--- src/gain_command_parser_macros.svh ---
// Assertion helpers of the gain command parser, used by gcp_fixed_conv.
// Each macro expands to one labelled concurrent assertion on the rising clock edge,
// switched off while reset is high.
`ifndef GAIN_COMMAND_PARSER_MACROS_SVH
`define GAIN_COMMAND_PARSER_MACROS_SVH

// Same-cycle implication.
`define GCP_ASSERT_IMPL(label, ante, cons) \
   label: assert property (@(posedge clock) disable iff (reset) (ante) |-> (cons)) \
      else $error("gain command parser check failed");

// Next-cycle implication.
`define GCP_ASSERT_NEXT(label, ante, cons) \
   label: assert property (@(posedge clock) disable iff (reset) (ante) |=> (cons)) \
      else $error("gain command parser check failed");

`endif

--- src/gcp_pkg.sv ---
// ----------------------------------------------------------------------------
// gcp_pkg
// Constants, character codes and shared types of the gain command parser.
// ----------------------------------------------------------------------------
`timescale 1ns / 1ps

package gcp_pkg;

   localparam int BYTE_W          = 8;
   localparam int INDEX_W         = 4;
   localparam int VALUE_W         = 32;
   localparam int MAX_FRAME       = 64;
   localparam int FRAC_BITS       = 16;
   localparam int MAX_FRAC_DIGITS = 5;

   localparam int LEN_W       = $clog2(MAX_FRAME + 1);
   localparam int DIGIT_CNT_W = 3;

   // Any integer part above the cap saturates the result for either sign, so the
   // register only has to tell the cap apart from the values below it.
   localparam int INT_CAP = (1 << (VALUE_W - 1 - FRAC_BITS)) + 1;
   localparam int INT_W   = $clog2(INT_CAP + 1);
   localparam int FRAC_W  = $clog2(10 ** MAX_FRAC_DIGITS);

   // The fraction is normalised to MAX_FRAC_DIGITS digits and then rounded as
   // X / DIV_DEN, X = f * 2^X_SHIFT + 5^digits, DIV_DEN = 2 * 5^digits.
   localparam int     X_SHIFT   = FRAC_BITS - MAX_FRAC_DIGITS + 1;
   localparam longint FIVE_POW  = longint'(5 ** MAX_FRAC_DIGITS);
   localparam longint DIV_DEN   = 2 * FIVE_POW;
   localparam longint X_MAX     = (longint'(10 ** MAX_FRAC_DIGITS) - 1)
                                  * (longint'(1) << X_SHIFT) + FIVE_POW;
   localparam int     X_W       = $clog2(X_MAX + 1);
   localparam int     REC_SHIFT = X_W + 3;
   localparam longint REC_MUL   = (longint'(1) << REC_SHIFT) / DIV_DEN;
   localparam int     REC_W     = $clog2(REC_MUL + 1);
   localparam int     PROD_W    = X_W + REC_W;
   localparam int     DEN_W     = $clog2(DIV_DEN + 1);
   localparam int     Q_W       = FRAC_BITS + 1;
   localparam int     MAG_W     = INT_W + FRAC_BITS + 1;

   localparam logic [BYTE_W-1:0] CHAR_EQUALS = 8'h3D;
   localparam logic [BYTE_W-1:0] CHAR_BANG   = 8'h21;
   localparam logic [BYTE_W-1:0] CHAR_MINUS  = 8'h2D;
   localparam logic [BYTE_W-1:0] CHAR_POINT  = 8'h2E;
   localparam logic [BYTE_W-1:0] CHAR_ZERO   = 8'h30;
   localparam logic [BYTE_W-1:0] CHAR_ONE    = 8'h31;
   localparam logic [BYTE_W-1:0] CHAR_THREE  = 8'h33;
   localparam logic [BYTE_W-1:0] CHAR_NINE   = 8'h39;
   localparam logic [BYTE_W-1:0] CHAR_P      = 8'h50;
   localparam logic [BYTE_W-1:0] CHAR_K      = 8'h4B;
   localparam logic [BYTE_W-1:0] CHAR_D      = 8'h44;

   // Everything the conversion needs from a frame at its closing '!'.
   typedef struct packed {
      logic                   write_valid;
      logic [INDEX_W-1:0]     gain_index;
      logic                   error;
      logic                   negative;
      logic [INT_W-1:0]       integer_part;
      logic [FRAC_W-1:0]      fraction_part;
      logic [DIGIT_CNT_W-1:0] fraction_digits;
   } frame_snap_type;

   // Fields that ride along the conversion pipeline unchanged.
   typedef struct packed {
      logic               write_valid;
      logic [INDEX_W-1:0] gain_index;
      logic               error;
      logic               negative;
      logic [INT_W-1:0]   integer_part;
   } conv_meta_type;

endpackage

--- src/gcp_parser.sv ---
// ----------------------------------------------------------------------------
// gcp_parser
// Byte-level frame parser: tracks the gain name and builds the decimal number.
// ----------------------------------------------------------------------------
`timescale 1ns / 1ps

module gcp_parser (
   input  logic                        clock,
   input  logic                        reset,
   input  logic                        accept,
   input  logic [gcp_pkg::BYTE_W-1:0]  rx_byte,
   output logic                        snap_valid,
   output gcp_pkg::frame_snap_type     snap
);
   import gcp_pkg::*;

   logic [BYTE_W-1:0]      first_ff, first_in;
   logic [BYTE_W-1:0]      second_ff, second_in;
   logic [LEN_W-1:0]       len_ff, len_in;
   logic                   seen_eq_ff, seen_eq_in;
   logic                   started_ff, started_in;
   logic                   neg_ff, neg_in;
   logic                   point_ff, point_in;
   logic [DIGIT_CNT_W-1:0] fdig_ff, fdig_in;
   logic [INT_W-1:0]       int_ff, int_in;
   logic [FRAC_W-1:0]      frac_ff, frac_in;
   logic                   bad_ff, bad_in;

   logic                   is_bang;
   logic                   is_digit;
   logic [3:0]             digit;
   logic [INT_W+3:0]       int_next;
   logic [FRAC_W+3:0]      frac_next;
   logic [BYTE_W-1:0]      eff_first;
   logic [BYTE_W-1:0]      eff_second;
   logic [1:0]             kind;
   logic [1:0]             loop_sel;
   logic                   kind_ok;
   logic                   loop_ok;

   assign is_bang  = (rx_byte == CHAR_BANG);
   assign is_digit = (rx_byte >= CHAR_ZERO) && (rx_byte <= CHAR_NINE);
   assign digit    = 4'(rx_byte - CHAR_ZERO);
   assign int_next = (INT_W+4)'(int_ff) * (INT_W+4)'(10) + (INT_W+4)'(digit);
   assign frac_next = (FRAC_W+4)'(frac_ff) * (FRAC_W+4)'(10) + (FRAC_W+4)'(digit);

   always_comb begin
      first_in   = first_ff;
      second_in  = second_ff;
      len_in     = len_ff;
      seen_eq_in = seen_eq_ff;
      started_in = started_ff;
      neg_in     = neg_ff;
      point_in   = point_ff;
      fdig_in    = fdig_ff;
      int_in     = int_ff;
      frac_in    = frac_ff;
      bad_in     = bad_ff;
      if (accept) begin
         if (is_bang) begin
            first_in   = '0;
            second_in  = '0;
            len_in     = '0;
            seen_eq_in = 1'b0;
            started_in = 1'b0;
            neg_in     = 1'b0;
            point_in   = 1'b0;
            fdig_in    = '0;
            int_in     = '0;
            frac_in    = '0;
            bad_in     = 1'b0;
         end else begin
            if (len_ff < LEN_W'(MAX_FRAME)) begin
               len_in = len_ff + 1'b1;
            end
            if (len_ff == '0) begin
               first_in = rx_byte;
            end else if (len_ff == LEN_W'(1)) begin
               second_in = rx_byte;
            end
            // Every '=' starts the number afresh, forgetting earlier bad characters.
            if (rx_byte == CHAR_EQUALS) begin
               seen_eq_in = 1'b1;
               started_in = 1'b0;
               neg_in     = 1'b0;
               point_in   = 1'b0;
               fdig_in    = '0;
               int_in     = '0;
               frac_in    = '0;
               bad_in     = 1'b0;
            end else if (seen_eq_ff) begin
               started_in = 1'b1;
               priority if (rx_byte == CHAR_MINUS && !started_ff) begin
                  neg_in = 1'b1;
               end else if (rx_byte == CHAR_POINT) begin
                  if (point_ff) begin
                     bad_in = 1'b1;
                  end else begin
                     point_in = 1'b1;
                  end
               end else if (is_digit) begin
                  if (point_ff) begin
                     // Digits beyond the kept precision are checked but dropped.
                     if (fdig_ff < DIGIT_CNT_W'(MAX_FRAC_DIGITS)) begin
                        frac_in = FRAC_W'(frac_next);
                        fdig_in = fdig_ff + 1'b1;
                     end
                  end else begin
                     int_in = (int_next > (INT_W+4)'(INT_CAP)) ? INT_W'(INT_CAP)
                                                               : INT_W'(int_next);
                  end
               end else begin
                  bad_in = 1'b1;
               end
            end
         end
      end
   end

   always_ff @(posedge clock) begin
      if (reset) begin
         first_ff   <= '0;
         second_ff  <= '0;
         len_ff     <= '0;
         seen_eq_ff <= 1'b0;
         started_ff <= 1'b0;
         neg_ff     <= 1'b0;
         point_ff   <= 1'b0;
         fdig_ff    <= '0;
         int_ff     <= '0;
         frac_ff    <= '0;
         bad_ff     <= 1'b0;
      end else begin
         first_ff   <= first_in;
         second_ff  <= second_in;
         len_ff     <= len_in;
         seen_eq_ff <= seen_eq_in;
         started_ff <= started_in;
         neg_ff     <= neg_in;
         point_ff   <= point_in;
         fdig_ff    <= fdig_in;
         int_ff     <= int_in;
         frac_ff    <= frac_in;
         bad_ff     <= bad_in;
      end
   end

   // A '!' in the first or second place of a frame is itself the name byte.
   assign eff_first  = (len_ff == '0) ? rx_byte : first_ff;
   assign eff_second = (len_ff == LEN_W'(1)) ? rx_byte : second_ff;

   always_comb begin
      kind    = 2'd0;
      kind_ok = 1'b1;
      priority if (eff_first == CHAR_P) begin
         kind = 2'd0;
      end else if (eff_first == CHAR_K) begin
         kind = 2'd1;
      end else if (eff_first == CHAR_D) begin
         kind = 2'd2;
      end else begin
         kind_ok = 1'b0;
      end
   end

   assign loop_ok  = (eff_second >= CHAR_ONE) && (eff_second <= CHAR_THREE);
   assign loop_sel = 2'(eff_second - CHAR_ONE);

   assign snap_valid = accept && is_bang;

   always_comb begin
      snap.write_valid     = kind_ok && loop_ok;
      snap.gain_index      = (kind_ok && loop_ok)
                             ? INDEX_W'(4'(kind) * 4'd3 + 4'(loop_sel)) : '0;
      snap.error           = bad_ff || !seen_eq_ff || (len_ff >= LEN_W'(MAX_FRAME));
      snap.negative        = neg_ff;
      snap.integer_part    = int_ff;
      snap.fraction_part   = frac_ff;
      snap.fraction_digits = fdig_ff;
   end

endmodule

--- src/gcp_fixed_conv.sv ---
// ----------------------------------------------------------------------------
// gcp_fixed_conv
// Pipelined conversion of a parsed frame to a saturated signed fixed-point word.
// ----------------------------------------------------------------------------
`timescale 1ns / 1ps
`include "gain_command_parser_macros.svh"

module gcp_fixed_conv (
   input  logic                         clock,
   input  logic                         reset,
   input  logic                         snap_valid,
   input  gcp_pkg::frame_snap_type      snap,
   output logic                         in_ready,
   output logic                         rsp_valid,
   input  logic                         rsp_stall,
   output logic                         rsp_write_valid,
   output logic [gcp_pkg::INDEX_W-1:0]  rsp_gain_index,
   output logic signed [gcp_pkg::VALUE_W-1:0] rsp_gain_value,
   output logic                         rsp_parse_error
);
   import gcp_pkg::*;

   // Stage A: captured frame.
   logic            a_valid_ff;
   frame_snap_type  a_snap_ff;
   // Stage B: normalised numerator.
   logic            b_valid_ff;
   conv_meta_type   b_meta_ff;
   logic [X_W-1:0]  b_x_ff;
   // Stage C: reciprocal product.
   logic            c_valid_ff;
   conv_meta_type   c_meta_ff;
   logic [X_W-1:0]  c_x_ff;
   logic [PROD_W-1:0] c_prod_ff;
   // Stage D: rounded fraction.
   logic            d_valid_ff;
   conv_meta_type   d_meta_ff;
   logic [Q_W-1:0]  d_q_ff;
   // Output register.
   logic            e_valid_ff;
   logic            e_write_valid_ff;
   logic [INDEX_W-1:0] e_index_ff;
   logic [VALUE_W-1:0] e_value_ff;
   logic            e_error_ff;

   logic rdy_a, rdy_b, rdy_c, rdy_d, rdy_e;

   logic [FRAC_W-1:0]   scale;
   logic [FRAC_W-1:0]   frac_norm;
   logic [X_W-1:0]      x_value;
   conv_meta_type       a_meta;
   logic [Q_W-1:0]      q_est;
   logic [X_W:0]        q_times_den;
   logic [X_W:0]        rem;
   logic [Q_W-1:0]      q_round;
   logic [MAG_W-1:0]    mag;
   logic [MAG_W-1:0]    mag_sat;
   logic [VALUE_W-1:0]  value;

   function automatic logic [FRAC_W-1:0] frac_scale(input logic [DIGIT_CNT_W-1:0] n);
      logic [FRAC_W-1:0] s;
      s = FRAC_W'(1);
      for (int i = 0; i < 7; i++) begin
         if (i < MAX_FRAC_DIGITS - int'(n)) begin
            s = FRAC_W'(s * FRAC_W'(10));
         end
      end
      return s;
   endfunction

   assign rdy_e    = !e_valid_ff || !rsp_stall;
   assign rdy_d    = !d_valid_ff || rdy_e;
   assign rdy_c    = !c_valid_ff || rdy_d;
   assign rdy_b    = !b_valid_ff || rdy_c;
   assign rdy_a    = !a_valid_ff || rdy_b;
   assign in_ready = rdy_a;

   // Stage A to B: scale the fraction to the full digit count, then form X.
   assign scale     = frac_scale(a_snap_ff.fraction_digits);
   assign frac_norm = FRAC_W'((2*FRAC_W)'(a_snap_ff.fraction_part) * (2*FRAC_W)'(scale));
   assign x_value   = (X_W'(frac_norm) << X_SHIFT) + X_W'(FIVE_POW);

   always_comb begin
      a_meta.write_valid  = a_snap_ff.write_valid;
      a_meta.gain_index   = a_snap_ff.gain_index;
      a_meta.error        = a_snap_ff.error;
      a_meta.negative     = a_snap_ff.negative;
      a_meta.integer_part = a_snap_ff.integer_part;
   end

   // Stage C to D: the reciprocal estimate is at most one low; one compare fixes it.
   assign q_est       = Q_W'(c_prod_ff >> REC_SHIFT);
   assign q_times_den = (X_W+1)'((Q_W+DEN_W)'(q_est) * (Q_W+DEN_W)'(DIV_DEN));
   assign rem         = (X_W+1)'(c_x_ff) - q_times_den;
   assign q_round     = q_est + Q_W'(rem >= (X_W+1)'(DIV_DEN));

   // Stage D to output: assemble, saturate and apply the sign.
   assign mag = (MAG_W'(d_meta_ff.integer_part) << FRAC_BITS) + MAG_W'(d_q_ff);

   always_comb begin
      if (d_meta_ff.negative) begin
         mag_sat = (mag > MAG_W'(64'h8000_0000)) ? MAG_W'(64'h8000_0000) : mag;
         value   = VALUE_W'(0) - VALUE_W'(mag_sat);
      end else begin
         mag_sat = (mag > MAG_W'(64'h7FFF_FFFF)) ? MAG_W'(64'h7FFF_FFFF) : mag;
         value   = VALUE_W'(mag_sat);
      end
   end

   always_ff @(posedge clock) begin
      if (reset) begin
         a_valid_ff <= 1'b0;
         b_valid_ff <= 1'b0;
         c_valid_ff <= 1'b0;
         d_valid_ff <= 1'b0;
         e_valid_ff <= 1'b0;
      end else begin
         if (rdy_a) begin
            a_valid_ff <= snap_valid;
         end
         if (rdy_b) begin
            b_valid_ff <= a_valid_ff;
         end
         if (rdy_c) begin
            c_valid_ff <= b_valid_ff;
         end
         if (rdy_d) begin
            d_valid_ff <= c_valid_ff;
         end
         if (rdy_e) begin
            e_valid_ff <= d_valid_ff;
         end
      end
   end

   always_ff @(posedge clock) begin
      if (rdy_a) begin
         a_snap_ff <= snap;
      end
      if (rdy_b) begin
         b_meta_ff <= a_meta;
         b_x_ff    <= x_value;
      end
      if (rdy_c) begin
         c_meta_ff <= b_meta_ff;
         c_x_ff    <= b_x_ff;
         c_prod_ff <= PROD_W'(PROD_W'(b_x_ff) * PROD_W'(REC_MUL));
      end
      if (rdy_d) begin
         d_meta_ff <= c_meta_ff;
         d_q_ff    <= q_round;
      end
      if (rdy_e) begin
         e_write_valid_ff <= d_meta_ff.write_valid;
         e_index_ff       <= d_meta_ff.gain_index;
         e_error_ff       <= d_meta_ff.error;
         e_value_ff       <= d_meta_ff.error ? '0 : value;
      end
   end

   assign rsp_valid       = e_valid_ff;
   assign rsp_write_valid = e_write_valid_ff;
   assign rsp_gain_index  = e_index_ff;
   assign rsp_gain_value  = $signed(e_value_ff);
   assign rsp_parse_error = e_error_ff;

   `GCP_ASSERT_IMPL(a_error_gives_zero, rsp_valid && rsp_parse_error, rsp_gain_value == '0)
   `GCP_ASSERT_IMPL(a_unknown_gain_index, rsp_valid && !rsp_write_valid, rsp_gain_index == '0)
   `GCP_ASSERT_IMPL(a_round_in_range, d_valid_ff, d_q_ff <= Q_W'(1 << FRAC_BITS))
   `GCP_ASSERT_IMPL(a_stall_only_when_full, !in_ready,
                    a_valid_ff && b_valid_ff && c_valid_ff && d_valid_ff && e_valid_ff)

endmodule

--- src/gain_command_parser.sv ---
// ----------------------------------------------------------------------------
// gain_command_parser
// Parses ASCII gain write frames and emits one fixed-point write command per '!'.
// ----------------------------------------------------------------------------
// The block takes one received byte per clock cycle. Frames have the form
// letter, loop digit, '=', signed decimal number, '!'; each '!' word yields one
// command word, presented on the rsp_ channel after the conversion pipeline,
// carrying the gain index, the value in signed Q16.16 (saturated, zero on a
// malformed frame) and an error flag. Number parsing is done in the byte-accept
// cycle; the rounding of the fraction runs in a five-register conversion pipeline,
// and req_stall is raised only when that pipeline is full and its output word is
// stalled, so bytes flow at one per cycle otherwise.
`timescale 1ns / 1ps

module gain_command_parser (
   input  logic                         clock,
   input  logic                         reset,
   input  logic                         req_valid,
   output logic                         req_stall,
   input  logic [gcp_pkg::BYTE_W-1:0]   req_rx_byte,
   output logic                         rsp_valid,
   input  logic                         rsp_stall,
   output logic                         rsp_write_valid,
   output logic [gcp_pkg::INDEX_W-1:0]  rsp_gain_index,
   output logic signed [gcp_pkg::VALUE_W-1:0] rsp_gain_value,
   output logic                         rsp_parse_error
);
   import gcp_pkg::*;

   logic           accept;
   logic           in_ready;
   logic           snap_valid;
   frame_snap_type snap;

   assign req_stall = !in_ready;
   assign accept    = req_valid && in_ready;

   gcp_parser u_parser (
      .clock      (clock),
      .reset      (reset),
      .accept     (accept),
      .rx_byte    (req_rx_byte),
      .snap_valid (snap_valid),
      .snap       (snap)
   );

   gcp_fixed_conv u_conv (
      .clock           (clock),
      .reset           (reset),
      .snap_valid      (snap_valid),
      .snap            (snap),
      .in_ready        (in_ready),
      .rsp_valid       (rsp_valid),
      .rsp_stall       (rsp_stall),
      .rsp_write_valid (rsp_write_valid),
      .rsp_gain_index  (rsp_gain_index),
      .rsp_gain_value  (rsp_gain_value),
      .rsp_parse_error (rsp_parse_error)
   );

endmodule

--- config.mk ---
export PLATFORM = sky130hd
export DESIGN_NAME = gain_command_parser
export DESIGN_NICKNAME = d
export VERILOG_FILES = /design/src/gcp_pkg.sv /design/src/gcp_parser.sv /design/src/gcp_fixed_conv.sv /design/src/gain_command_parser.sv
export VERILOG_INCLUDE_DIRS = /design/src /design/src/src
export SDC_FILE = /design/constraint.sdc
export NUM_CORES = 1
export LEC_CHECK = 0
export BUFFER_PORTS_ARGS = -buffer_cell sky130_fd_sc_hd__buf_2
export CORE_UTILIZATION = 30
export CTS_CLUSTER_SIZE = 25
export DETAILED_ROUTE_END_ITERATION = 6
export PLACE_DENSITY_LB_ADDON = 0.25
export SETUP_SLACK_MARGIN = 0.2
export SLEW_MARGIN = 40
export SYNTH_ARGS = -nofsm -noshare
export SYNTH_HDL_FRONTEND = slang
export SYNTH_SLANG_ARGS = --single-unit
--- constraint.sdc ---
create_clock -name clock -period 13.6 [get_ports clock]
set_clock_uncertainty 0.05 [all_clocks]
set_input_delay 2.72 -clock clock [delete_from_list [all_inputs] [get_ports clock]]
set_output_delay 2.72 -clock clock [all_outputs]
set_load 0.01 [all_outputs]
==> impl_results.md, run 1 <==
- Tightest Pin Transition: 0.843 ns
- CTS root buf: clkbuf_16
- Fin crit period: around 13 ns
- WS Path Type: register to register
- Nets: 4125
- CP startpoint kind: register
- Syn_nets: slightly above 4000
- Busiest grt layer: met2
- Post-Layout Cell Count: 4724
- Clock Path Buffers: 3
- Met1 Usage GRT: approximately a fifth
- Share of cells above drive strength 1: about 7.4%
- Switching Share: between 20% and 30%
- R2R Path End: u_conv.b_x_ff[28]$_DFFE_PP_
- Sequential cell fraction of total power: 48.9%
- Synth Instances: 3239
- Outcome: finished, final reports clean
- Comb pwr share: 3.3%
- Reg2reg start: u_conv.a_snap_ff[2]$_DFFE_PN_
- H-tree levels: 1
- Global-route usage over all layers: approximately 13%
- DRC: 0
- Grt met3 use: 1.26%
- Drt via density: roughly 4.6
- Initial antenna violation count: 0
- Clock slew at reported path FFs: roughly 0.07 ns
- Register bit total from synthesis: around 290
- Synth Area in Compound Gates: between 10% and 20%
- First-pass GRT wire length: roughly 120000 um
- Worst Hold Path Cells: 0
- Seq/Total Area, Yosys: around a quarter
- Met2 Track Usage GR: a little over a fifth
- Area of the multi-input gates: approximately 0.022 sq mm
- Diode count: 0
- Slew Viols, Final: 0
- Pre-CTS WS: roughly 0.11 ns
- Placeable Area: approximately 0.11 sq mm
- Post-synthesis xor/xnor area fraction: about 5.9%
- DP Cell Count: about 4700
- Vias in the first global route: around 22000
- Req. time, crit path: between 10 and 15 ns
- Num CTS Buffers: 31
- Largest family of logic cells by synthesized area: adder cells
- Register area: just under 0.008 sq mm
- Die H: between 300 and 400 um
- FILL cells: 10924
- Synth Area in Adders: 38.4%
- Die Wd: ~330 um
- Hold endpoint: u_conv.c_meta_ff[3]$_DFFE_PP_
- Peak Freq: 0.0786 GHz
- Peak VDD IR: 93.1 uV
- Final worst-path setup slack: 0.878 ns
- P_sw: approximately 410 uW
- Setup_tns: 0 ns
- Later-pin clock latency in the skew report: ~0.59 ns
- EDFF count, synth: around 220
- Ratio of total power to cell area: 54.2 mW/mm^2
- Vias: roughly 22000
- Max cap viols: 0
- Setup-failing EPs final: 0
- Most used cell, CP: xnor2_1
- Simple-gate share of the synthesized area: 12.1%
- Routed length per instance: around 15 um
- Hold Fails Final Rpt: 0
- Slew headroom: between 40% and 50%
- Largest net degree at the start of global routing: 58
- Critical path's largest stage delay: between 0.5 and 0.6 ns
- Routability cong.: roughly 0.81
- Worst min-delay path startpoint: u_conv.b_meta_ff[3]$_DFFE_PP_
- Reg2reg setup slack: 0.88 ns
- Average size of a mapped cell: about 10 sq um
- Post-detail-place hpwl: ~55000 um
- CP max FO: 5
- Port bufs: 51
- Clock group share of total power: 47.9%
- ANT nets after route: 0
- Int Pwr: approximately 1.5 mW
- Util after Layout: 33.6%
- RSZ-0062 raised after global routing: false
- Synthesis warning total: 0
- Worst setup EP type: register
- Yosys cell types: between 90 and 100
- Async SR Flop Fraction: 0%
- Hold crit path type: register to register
- # IOs: 52
- Lkg Pwr: 17.6 nW
- Initial core utilization: a little under a third
- Critical Path Slowest Stage Cell: fa_1
- Main synth FF type: edfxtp_1
- Arrival @ worst endpoint: around 13 ns
- Post-synthesis mux area share: under 10%
- Total congestion overflow: 0
- CTS Sinks: between 200 and 300
- Tcrit/Tclk final: 93.5%
- Most frequent cells in the layout: inv_1 (545), ha_1 (505), fa_1 (281), edfxtp_1 (218), nand2_1 (214)
- CTS tree: yes
- Most common cell after layout, fill and taps aside: inv_1
- Drt total wl: just under 70000 um
- Register-to-Register Path Depth: 54
- Mapped Area: 0.0318 sq mm
- Number of DRC markers in iteration 0: approximately 990
- Drt first pass iters: 5
- Area grow syn2layout: 11.2%
- Rows: between 100 and 150
- Die area: between 0.1 and 0.15 sq mm
==> critical path, delay by kind of cell (launching register included) <==
kind	cells	cell delay (ns)
compound gates	8	1.28
xor+xnor	16	2.94
fa+ha+maj	16	5.85
buf+inv	7	0.65
flops	1	0.46
mux	1	0.31
simple gates	6	0.91
==> repair_timing <==
action,4_1_cts,5_1_grt
endpoints found under the hold margin,0,0
setup endpoints to repair,1,1
gates resized for setup,7,47
hold buffers,0,0
pin swaps,2,21
setup buffers,0,13
==> area by class of cell <==
| class | count | area share (%) |
|---|---|---|
| Multi-Input combinational cell | 2339 | 61.9 |
| Sequential cell | 287 | 22.4 |
| Inverter | 547 | 5.81 |
| Tap cell | 1391 | 4.93 |
| Clock buffer | 34 | 2.23 |
| Timing Repair Buffer | 104 | 1.87 |
| Clock inverter | 22 | 0.854 |
==> sequential cells by signal, indices dropped and copies added, names as in the netlist, 8 cells and up <==
name	count
u_parser.second_ff	8
u_conv.c_x_ff	17
u_conv.a_meta	23
u_conv.b_meta_ff	23
u_conv.d_q_ff	17
u_conv.rsp_gain_value	32
u_conv.d_meta_ff	23
u_conv.b_x_ff	17
u_parser.int_ff	16
u_parser.frac_ff	17
u_conv.a_snap_ff	20
u_parser.first_ff	8
u_conv.c_meta_ff	23
u_conv.c_prod_ff	17
==> cells in the mapped netlist (6+ instances only) <==
library cell	count	area share, %
o22ai_1	6	0.12
a31oi_1	16	0.32
a211oi_1	19	0.45
nand3b_1	12	0.28
fa_1	285	18
o21ai_1	10	0.16
dfxtp_1	69	4.3
or3_1	23	0.45
mux2_2	11	0.39
nand2b_1	32	0.63
nor2b_1	31	0.61
o31ai_1	8	0.19
nor2_1	206	2.4
nand2_1	216	2.6
or4_1	7	0.17
nor4_1	8	0.16
o21bai_1	20	0.47
nand3_1	58	0.91
nand4_1	16	0.32
buf_1	6	0.071
o21a_1	16	0.38
inv_1	546	6.5
a221oi_1	11	0.30
o211ai_1	6	0.14
and2_1	63	1.2
mux2i_1	21	0.66
a21o_1	48	1.1
ha_1	518	20
nor3_1	56	0.88
edfxtp_1	218	21
xnor2_1	140	3.9
clkbuf_1	52	0.61
a21boi_0	8	0.19
o21ai_0	103	1.6
a22oi_1	16	0.38
and3_1	22	0.43
nor3b_1	9	0.21
buf_2	7	0.11
xor2_1	68	1.9
a21oi_1	155	2.4
==> worst max-delay path by stage <==
stage	from	endpoint	slack, ns
final	u_conv.a_snap_ff[2]$_DFFE_PN_	u_conv.b_x_ff[28]$_DFFE_PP_	0.88
after floorplan	u_conv.a_snap_ff[1]$_DFFE_PN_	u_conv.b_x_ff[28]$_DFFE_PP_	0.65
after CTS	u_conv.a_snap_ff[1]$_DFFE_PN_	u_conv.b_x_ff[28]$_DFFE_PP_	0.20
after global routing	u_conv.a_snap_ff[1]$_DFFE_PN_	u_conv.b_x_ff[28]$_DFFE_PP_	0.17
after detailed placement	u_conv.a_snap_ff[1]$_DFFE_PN_	u_conv.b_x_ff[28]$_DFFE_PP_	0.11
after global placement	u_conv.a_snap_ff[1]$_DFFE_PN_	u_conv.b_x_ff[28]$_DFFE_PP_	0.18
==> routing by layer <==
layer | vias up | share of wire, %
li1 | 11096 | -
met1 | 10354 | 51
met2 | 197 | 45
met3 | 50 | 2.4
met4 | 0 | 1.3
met5 | - | 0
==> kinds of logic (layout without fill, tap and decap cells) <==
logic type / count (synthesis) / count (layout)
xor gates and xnor gates: 211 / 211
muxes: 33 / 33
adders and majority gates: 803 / 803
and+or+nand+nor: 786 / 786
DFF: 287 / 287
AOI/OAI and AO/OA: 506 / 506
buffers and inverters: 613 / 707
==> stage by stage <==
step | power [mW] | hold WS [ns] | instance area (sq um)
after floorplan | 1.00 | 0.350 | 31800
after global placement | 1.02 | 0.353 | 33800
after detailed placement | 1.02 | 0.355 | 33800
after CTS | 1.94 | 0.368 | 34900
after global routing | 1.98 | 0.371 | 35300
final | 1.91 | 0.366 | 35300
==> power by group through the flow <==
stage	combinational [mW]	sequential [mW]	clock (mW)
after global placement	0.0615	0.955	0
after CTS	0.0623	0.936	0.947
after detailed placement	0.0619	0.955	0
final	0.0624	0.936	0.916
after global routing	0.0704	0.936	0.975
after floorplan	0.0456	0.954	0
Power figures use the tool's default switching activity.
==> inputs of run 2 (changes only) <==
--- a/config.mk
+++ b/config.mk
@@ -7,6 +7,7 @@
 export NUM_CORES = 1
 export LEC_CHECK = 0
 export BUFFER_PORTS_ARGS = -buffer_cell sky130_fd_sc_hd__buf_2
+export CORE_MARGIN = 5
 export CORE_UTILIZATION = 30
 export CTS_CLUSTER_SIZE = 25
 export DETAILED_ROUTE_END_ITERATION = 6
==> impl_results.md, run 2 (same netlist as run 1, synthesis figures left out) <==
- Outcome: finished, final reports clean
- Post-detail-place hpwl: 55400 um
- Peak Freq: around 0.079 GHz
- Slew Viols, Final: 0
- Clock slew at reported path FFs: 0.07 ns
- Met2 Track Usage GR: approximately a fifth
- DP Cell Count: ~4700
- Grt met3 use: ~1.3%
- Initial core utilization: 30.2%
- Vias: between 20000 and 25000
- Req. time, crit path: 13.88 ns
- Worst Hold Path Cells: 0
- Hold Fails Final Rpt: 0
- Area grow syn2layout: 10.7%
- Register-to-Register Path Depth: 56
- Number of DRC markers in iteration 0: 902
- CP max FO: 5
- First-pass GRT wire length: 118000 um
- CTS tree: yes
- Slew headroom: 44.1%
- Reg2reg setup slack: approximately 0.9 ns
- Critical path's largest stage delay: about 0.55 ns
- Worst min-delay path startpoint: u_conv.a_meta[3]$_DFFE_PN_
- Drt total wl: ~70000 um
- Setup_tns: 0 ns
- Port bufs: 51
- Num CTS Buffers: 31
- Routability cong.: 0.795
- Ratio of total power to cell area: 53.0 mW/mm^2
- Reg2reg start: u_conv.a_snap_ff[1]$_DFFE_PN_
- Most frequent cells in the layout: inv_1 (543), ha_1 (510), fa_1 (283), edfxtp_1 (218), nand2_1 (213)
- Busiest grt layer: met2
- Die area: 0.113 sq mm
- Nets: 4128
- Max cap viols: 0
- WS Path Type: register to register
- Placeable Area: roughly 0.11 sq mm
- CP startpoint kind: register
- Tightest Pin Transition: 0.839 ns
- Critical Path Slowest Stage Cell: fa_1
- Met1 Usage GRT: about 19%
- Initial antenna violation count: 0
- Drt via density: around 4.6
- CTS root buf: clkbuf_16
- Largest net degree at the start of global routing: 58
- WP buf/inv: 8
- Fin Hold WS: about 0.37 ns
- Lkg Pwr: around 18 nW
- Hold endpoint: u_conv.b_meta_ff[3]$_DFFE_PP_
- Peak VDD IR: just over 90 uV
- Hold crit path type: register to register
- RSZ-0062 raised after global routing: false
- Drt first pass iters: 7
- ANT nets after route: 0
- Vias in the first global route: between 20000 and 25000
- Tcrit/Tclk final: between 90% and 100%
- Share of cells above drive strength 1: around 7.2%
- Later-pin clock latency in the skew report: between 0.5 and 0.6 ns
- Worst setup EP type: register
- DRC: 0
- Arrival @ worst endpoint: ~13 ns
- Top delay family on crit path: adder cells
- R2R Path End: u_conv.b_x_ff[28]$_DFFE_PP_
- Setup-failing EPs final: 0
- Clock Path Buffers: 3
- Rows: about 120
- Fin crit period: about 13 ns
- # IOs: 52
- Die H: roughly 340 um
- Most common cell after layout, fill and taps aside: inv_1
- Total congestion overflow: 0
- Routed length per instance: 14.8 um
- Post-Layout Cell Count: 4727
- Post-CTS Hold Buffers: 0
- Die Wd: between 300 and 400 um
- H-tree levels: 1
- CTS Sinks: approximately 290
- Most used cell, CP: xnor2_1
- Global-route usage over all layers: approximately an eighth
- Largest register FFs: 32
- Diode count: 0
## run 2: changes by cell type in the layout (fill, tap and decap cells not counted), moves of 3 or more
cell / delta
xnor2_2: -3
ha_4: -5
bufinv_16: -3
buf_4: +5
ha_1: +5
xnor2_1: +3
clkinv_4: +4
## run 2: what timing repair did
item                                    4_1_cts  5_1_grt
gates resized for setup                       4       40
pin swaps                                     0       24
endpoints found under the setup margin        1        1
setup buffers                                 3       11
## run 2: per-layer routing
| metal | share of wire [%] | routed length (um) | vias to the layer above |
|---|---|---|---|
| met1 | 51 | 35800 | 10532 |
| met3 | 2.4 | 1680 | 54 |
| met2 | 45 | 31600 | 199 |
| met4 | 1.4 | 962 | 0 |
| met5 | 0 | 0 | - |
| li1 | - | - | 11071 |
## run 2: power breakdown
| group | switching, mW | leakage [nW] | internal (mW) |
|---|---|---|---|
| combinational | 0.0392 | 13.8 | 0.0228 |
| sequential | 0.00247 | 3.23 | 0.933 |
| clock | 0.372 | 0.495 | 0.495 |
## run 2: cell type report
cell class / count / area, sq um
Clock buffer: 32 / 779
Clock inverter: 24 / 250
Fill cell: 10829 / 70100
Inverter: 547 / 2050
Multi-Input combinational cell: 2339 / 21700
Sequential cell: 287 / 7930
Tap cell: 1391 / 1740
Timing Repair Buffer: 107 / 676
## run 2: worst max-delay path by stage
| stage | startpoint | endpoint | slack (ns) | cells after the start |
|---|---|---|---|---|
| 2_1_floorplan | u_conv.a_snap_ff[1]$_DFFE_PN_ | u_conv.b_x_ff[28]$_DFFE_PP_ | 0.65 | 55 |
| 3_3_place_gp | u_conv.a_snap_ff[1]$_DFFE_PN_ | u_conv.b_x_ff[28]$_DFFE_PP_ | 0.21 | 56 |
| 3_5_place_dp | u_conv.a_snap_ff[1]$_DFFE_PN_ | u_conv.b_x_ff[28]$_DFFE_PP_ | 0.05 | 56 |
| 4_1_cts | u_conv.a_snap_ff[1]$_DFFE_PN_ | u_conv.b_x_ff[28]$_DFFE_PP_ | 0.22 | 56 |
| 5_1_grt | u_conv.a_snap_ff[1]$_DFFE_PN_ | u_conv.b_x_ff[28]$_DFFE_PP_ | 0.15 | 58 |
| 6_report | u_conv.a_snap_ff[1]$_DFFE_PN_ | u_conv.b_x_ff[28]$_DFFE_PP_ | 0.90 | 56 |
## run 2: metrics by stage
stage          power [mW]  utilization [%]  worst slack [ns]  instance area (sq um)
2_1_floorplan        1.00                -             0.645                  31800
3_3_place_gp         1.02             32.1             0.213                  33800
3_5_place_dp         1.02             32.2            0.0531                  33800
4_1_cts              1.89             33.2             0.216                  34900
5_1_grt              1.94             33.4             0.149                  35200
6_report             1.86             33.4             0.904                  35200
==> inputs of run 3 (changes only) <==
--- a/config.mk
+++ b/config.mk
@@ -7,6 +7,7 @@
 export NUM_CORES = 1
 export LEC_CHECK = 0
 export BUFFER_PORTS_ARGS = -buffer_cell sky130_fd_sc_hd__buf_2
+export CORE_ASPECT_RATIO = 0.5
 export CORE_MARGIN = 5
 export CORE_UTILIZATION = 30
 export CTS_CLUSTER_SIZE = 25
==> impl_results.md, run 3 (same netlist as run 1, synthesis figures left out) <==
- Outcome: finished, final reports clean
- Peak Freq: roughly 0.078 GHz
- Drt first pass iters: 5
- Port bufs: between 50 and 60
- Diode count: 0
- Vias: around 22000
- Setup-failing EPs final: 0
- Reg2reg start: u_conv.a_snap_ff[1]$_DFFE_PN_
- Share of cells above drive strength 1: just over 8%
- Later-pin clock latency in the skew report: ~0.54 ns
- Routed length per instance: about 15 um
- Hold crit path type: register to register
- DP Cell Count: between 4000 and 5000
- Number of DRC markers in iteration 0: 954
- Critical Path Slowest Stage Cell: fa_1
- Global-route usage over all layers: between 10% and 20%
- CP startpoint kind: register
- Tcrit/Tclk final: a little over nine tenths
- Tightest Pin Transition: between 0.8 and 0.9 ns
- Critical path's largest stage delay: between 0.5 and 0.6 ns
- Nets: roughly 4100
- RSZ-0062 raised after global routing: false
- Peak VDD IR: 80.3 uV
- Initial antenna violation count: 1
- First-pass GRT wire length: between 100000 and 150000 um
- Worst Setup EP: u_conv.b_x_ff[28]$_DFFE_PP_
- Crit. Startpoint: u_conv.a_snap_ff[1]$_DFFE_PN_
- Power, Total: 1.89 mW
- Top delay family on crit path: adder cells
- Largest net degree at the start of global routing: between 50 and 60
- Die area: ~0.11 sq mm
- Die H: 240 um
- Most frequent cells in the layout: inv_1 (543), ha_1 (496), fa_1 (281), edfxtp_1 (218), nand2_1 (213)
- Register-to-Register Path Depth: 55
- ANT nets after route: 0
- Most common cell after layout, fill and taps aside: inv_1
- Clock Path Buffers: 3
- Post-CTS Hold Buffers: 0
- Reg2reg setup slack: 0.81 ns
- Num CTS Buffers: 34
- Rows: 84
- Drt via density: between 4 and 5
- Worst setup EP type: register
- DRC: 0
- Ratio of total power to cell area: between 50 and 60 mW/mm^2
- CTS Sinks: 287
- WS Path Type: register to register
- Drt total wl: about 70000 um
- Arrival @ worst endpoint: between 10 and 15 ns
- Die Wd: 470 um
- CP max FO: 5
- R2R Path End: u_conv.b_x_ff[28]$_DFFE_PP_
- Fin crit period: around 13 ns
- # IOs: 52
- Post-detail-place hpwl: between 50000 and 60000 um
- WP buf/inv: 7
- Total congestion overflow: 0
- Routability cong.: ~0.82
- Max cap viols: 0
- CP Depth: 55
- Most used cell, CP: xnor2_1
- Area grow syn2layout: 11.8%
- Placeable Area: around 0.11 sq mm
- H-tree levels: 2
- Post-Layout Cell Count: ~4800
- CTS root buf: clkbuf_16
- Lkg Pwr: 17.6 nW
- Hold Fails Final Rpt: 0
- Largest register FFs: 32
- Vias in the first global route: ~23000
- CTS tree: yes
- Req. time, crit path: 13.83 ns
- Clock slew at reported path FFs: 0.06 ns
- Slew headroom: between 40% and 50%
- Initial core utilization: 30.2%
- Slew Viols, Final: 0
-- run 3: timing repair --
action,in CTS,in global routing
resized for setup,12,63
pin swaps,4,22
setup buffers,4,15
endpoints found under the setup margin,1,1
hold endpoints to repair,0,0
-- run 3: metal layers --
metal	vias up	global-route usage (%)	share of wire, %
met5	-	0	0.010
met4	2	2.24	1.5
met3	72	1.19	2.5
met2	233	21.1	47
met1	10770	16.7	49
li1	11091	-	-
-- run 3: worst min path at each step --
stage | start | endpoint | depth (start not counted)
finish | u_conv.b_meta_ff[13]$_DFFE_PP_ | u_conv.c_meta_ff[13]$_DFFE_PP_ | 0
global route | u_conv.b_meta_ff[13]$_DFFE_PP_ | u_conv.c_meta_ff[13]$_DFFE_PP_ | 0
CTS | u_conv.b_meta_ff[13]$_DFFE_PP_ | u_conv.c_meta_ff[13]$_DFFE_PP_ | 0
detailed placement | u_conv.a_meta[15]$_DFFE_PN_ | u_conv.b_meta_ff[15]$_DFFE_PP_ | 0
global placement | u_conv.a_meta[9]$_DFFE_PN_ | u_conv.b_meta_ff[9]$_DFFE_PP_ | 0
floorplan | u_conv.a_meta[0]$_DFFE_PN_ | u_conv.b_meta_ff[0]$_DFFE_PP_ | 0
-- run 3: final cells by class --
| class | count | area, sq um |
|---|---|---|
| Fill cell | 10710 | 69600 |
| Multi-Input combinational cell | 2339 | 22000 |
| Sequential cell | 287 | 7930 |
| Inverter | 547 | 2050 |
| Tap cell | 1419 | 1780 |
| Clock buffer | 38 | 887 |
| Timing Repair Buffer | 108 | 698 |
| Clock inverter | 22 | 191 |
-- run 3: through the flow --
| stage | hold slack, ns | setup slack (ns) | util, % | TNS (ns) | area [sq um] |
|---|---|---|---|---|---|
| floorplan | 0.350 | 0.645 | - | 0 | 31800 |
| global placement | 0.351 | 0.0964 | 32.2 | 0 | 33800 |
| detailed placement | 0.355 | -0.133 | 32.2 | -0.133 | 33900 |
| CTS | 0.350 | 0.326 | 33.3 | 0 | 35000 |
| global route | 0.353 | 0.138 | 33.8 | 0 | 35500 |
| finish | 0.348 | 0.809 | 33.8 | 0 | 35500 |
-- run 3: where the power goes --
part	leakage, nW	total, mW	switching, mW	internal, mW
sequential	3.23	0.936	0.00257	0.934
clock	0.522	0.892	0.380	0.512
combinational	13.9	0.0617	0.0388	0.0229
